===== src/sv/cxalu_mult.sv =====
`default_nettype none
module cxalu_mult (
   input  wire logic               clock,
   input  wire logic signed [31:0] mul_a,
   input  wire logic signed [31:0] mul_b,
   output logic [63:0]             prod_ff
);
   always_ff @(posedge clock) begin
      prod_ff <= 64'(mul_a * mul_b);
   end
endmodule
`default_nettype wire


===== config.mk =====
export PLATFORM = sky130hd
export DESIGN_NAME = cxalu_mult
export DESIGN_NICKNAME = d
export VERILOG_FILES = /design/src/sv/cxalu_mult.sv
export SDC_FILE = /design/constraint.sdc
export NUM_CORES = 2
export LEC_CHECK = 0
export BUFFER_PORTS_ARGS = -buffer_cell sky130_fd_sc_hd__buf_2
export CAP_MARGIN = 5
export CORE_ASPECT_RATIO = 0.6
export CORE_MARGIN = 2
export CORE_UTILIZATION = 40
export DETAILED_ROUTE_END_ITERATION = 10
export SETUP_SLACK_MARGIN = 0.02
export SYNTH_ARGS = -nofsm -noshare
export SYNTH_HDL_FRONTEND = slang
export SYNTH_SLANG_ARGS = --single-unit

===== constraint.sdc =====
create_clock -name clock -period 10.1 [get_ports clock]
set_clock_uncertainty 0.2 [all_clocks]
set_input_delay 1.515 -clock clock [delete_from_list [all_inputs] [get_ports clock]]
set_output_delay 1.515 -clock clock [all_outputs]
set_load 0.005 [all_outputs]

==> metrics <==
outcome finished, final reports clean; Filler Cell Count 8908; post-synthesis cell area 37200 um^2; gpl congestion 0.931; area of the multi-input gates 31600 um^2; Avg WL per Cell 22.5 um; cell count after synthesis 3884; cts repair resizes 0; post-DP HPWL 101000 um; Regs by FF count prod_ff x64; arrival time at the worst endpoint 9.76 ns; first-pass GRT wire length 181000 um; Period minus WS final 9.64 ns; initial core utilization 0.405; Yosys reg bits 64; worst stage delay on the critical path 0.57 ns; unrepaired setup endpoints after global routing false; Hold Vio Cnt, Final 0; Starting DRT DRC Count 2318; Min-Delay Path Depth 3; Total GRT Usage 0.260; async set-reset flop share out of synthesis 0; Finished Layout Cells 5168; CTS tree yes; Placed Instances 5150; Syn Area/Cell 9.59 um^2; drt first pass iters 5; Die W 398 um; final max-slew violation count 0; CTS H-tree lvls 3; WS Path Type primary input to flip-flop; antenna-violating nets left 0; vias in the first global route 27500; # Post-CTS Setup Buffers 0; largest net degree at the start of global routing 33; CTS Hold Bufs 0; GR Overflow Total 0; nets 5260; critical path's slowest cell fa_1; post-synthesis sequential area ratio 0.0344; die height 240 um; Vias/cell 4.97; total wire length 116000 um; commonest non-fill, non-tap cell in the layout fa_1; Setup crit start kind primary input; Ports 129; Finished Core Util 0.433; core area 92000 um^2; Hold EP prod_ff[1]$_DFF_P_; max-cap viol count 0; Top FF cell, synth dfxtp_1; drc violations 0; Seq. cell area 1280 um^2; DIE AREA 95600 um^2; Worst path most repeated cell fa_1; number of distinct library cells after synthesis 63; clk buf depth 2; Worst-Margin Slew 0.852 ns; critical path endpoint category flip-flop; clk sinks 64; Tcrit/Tclk final 0.954; final hold slack 1.51 ns; area delta synth->final 6.90%; Worst-path clk slew 0.10 ns; root buffer cell clkbuf_16; Post-synth EDFFs 0; Slew headroom 0.432; Critical Path RT 10.22 ns; Setup TNS 0 ns; Final setup viols 0; Hold Crit Class primary input to flip-flop; # port buffers 128; register with the most flip-flops prod_ff; layout cells sized above 1 0.0694; CTS buffer count 9; CP Max Fanout 25; initial antenna violation count 4; most frequent cells in the layout fa_1, inv_1, and2_1; max reg flops 64; syn_nets 5215; row count 86; Ys Warns 0; via count 25700; hold wc startpoint mul_b[1]; fmax 104 MHz
[synthesized netlist by cell type (all sizes together) (2+ instances only)]
library cell  number  area share
a21boi             3     0.00060
nand4              7      0.0012
buf                5     0.00060
dfxtp             64       0.034
xor2              22      0.0052
o31ai              7      0.0018
ha               184       0.062
and2             516       0.087
nand3             15      0.0020
and3               9      0.0017
o22a               2     0.00047
o21ai             31      0.0044
nor3               7      0.0011
o21a               4     0.00081
a31oi             13      0.0026
nor2              42      0.0042
a2111oi            2     0.00067
fa              1082        0.58
clkbuf           195       0.020
o31a               2     0.00050
nand2            511       0.052
xnor2             53       0.012
and4               4      0.0010
o211ai             3     0.00060
nand3b             2     0.00050
inv              952       0.096
nor4               2     0.00050
o21bai            15      0.0030
a21o              25      0.0051
or3                5     0.00087
a21oi             68      0.0091
nand2b             9      0.0015
a211oi             8      0.0024
nor2b              3     0.00050
[through the flow]
step                      area [um^2]  setup WS, ns
final                           39800         0.463
after global placement          39500        0.0819
after global routing            39800        0.0201
after floorplan                 37200          1.12
after detailed placement        39500        0.0348
after CTS                       39800         0.436
[worst max-delay path: cells and delay by family]
family / cells / cell delay (ns)
adder cells (fa/ha/maj): 9 / 4.42
AO/OA/AOI/OAI: 7 / 2.26
buffers and inverters: 7 / 1.01
AND/OR/NAND/NOR: 3 / 0.35
XOR/XNOR: 1 / 0.15
[layer usage]
metal,vias to the layer above,wire length (um),global-route usage
li1,11100,-,-
met1,13200,56400,0.421
met2,1286,38600,0.289
met3,43,20300,0.149
met4,0,741,0.0244
met5,-,0,0
[area by class of cell]
type,instances,area share
well taps,1232,0.0387
flip-flops and latches,64,0.0322
inverters,952,0.0898
clock buffers,9,0.00566
multi-input cells,2668,0.795
clock inverters,7,0.00258
repair buffers,234,0.0364
diodes,2,0.000126
[logic make-up (layout without fill, tap and decap cells)]
kind of cell | after synthesis | after routing | share of synthesized area
simple gates | 1134 | 1134 | 0.154
xor+xnor | 75 | 75 | 0.0176
flops | 64 | 64 | 0.0344
other cells | 0 | 2 | 0
compound gates | 193 | 193 | 0.0346
buf+inv | 1152 | 1202 | 0.116
fa+ha+maj | 1266 | 1266 | 0.643
[how the worst max path moves through the flow]
| stage | startpoint | to | slack, ns | cells after the start |
|---|---|---|---|---|
| 2_1_floorplan | mul_b[2] | prod_ff[62]$_DFF_P_ | 1.12 | 24 |
| 5_1_grt | mul_b[10] | prod_ff[60]$_DFF_P_ | 0.02 | 29 |
| 3_3_place_gp | mul_b[2] | prod_ff[60]$_DFF_P_ | 0.08 | 27 |
| 3_5_place_dp | mul_b[9] | prod_ff[60]$_DFF_P_ | 0.03 | 29 |
| 4_1_cts | mul_b[9] | prod_ff[60]$_DFF_P_ | 0.44 | 29 |
| 6_report | mul_b[10] | prod_ff[63]$_DFF_P_ | 0.46 | 27 |
Power is left out: the tool's default activity adds up to more than one toggle a clock period on the data nets, which glitch-free logic cannot reach.
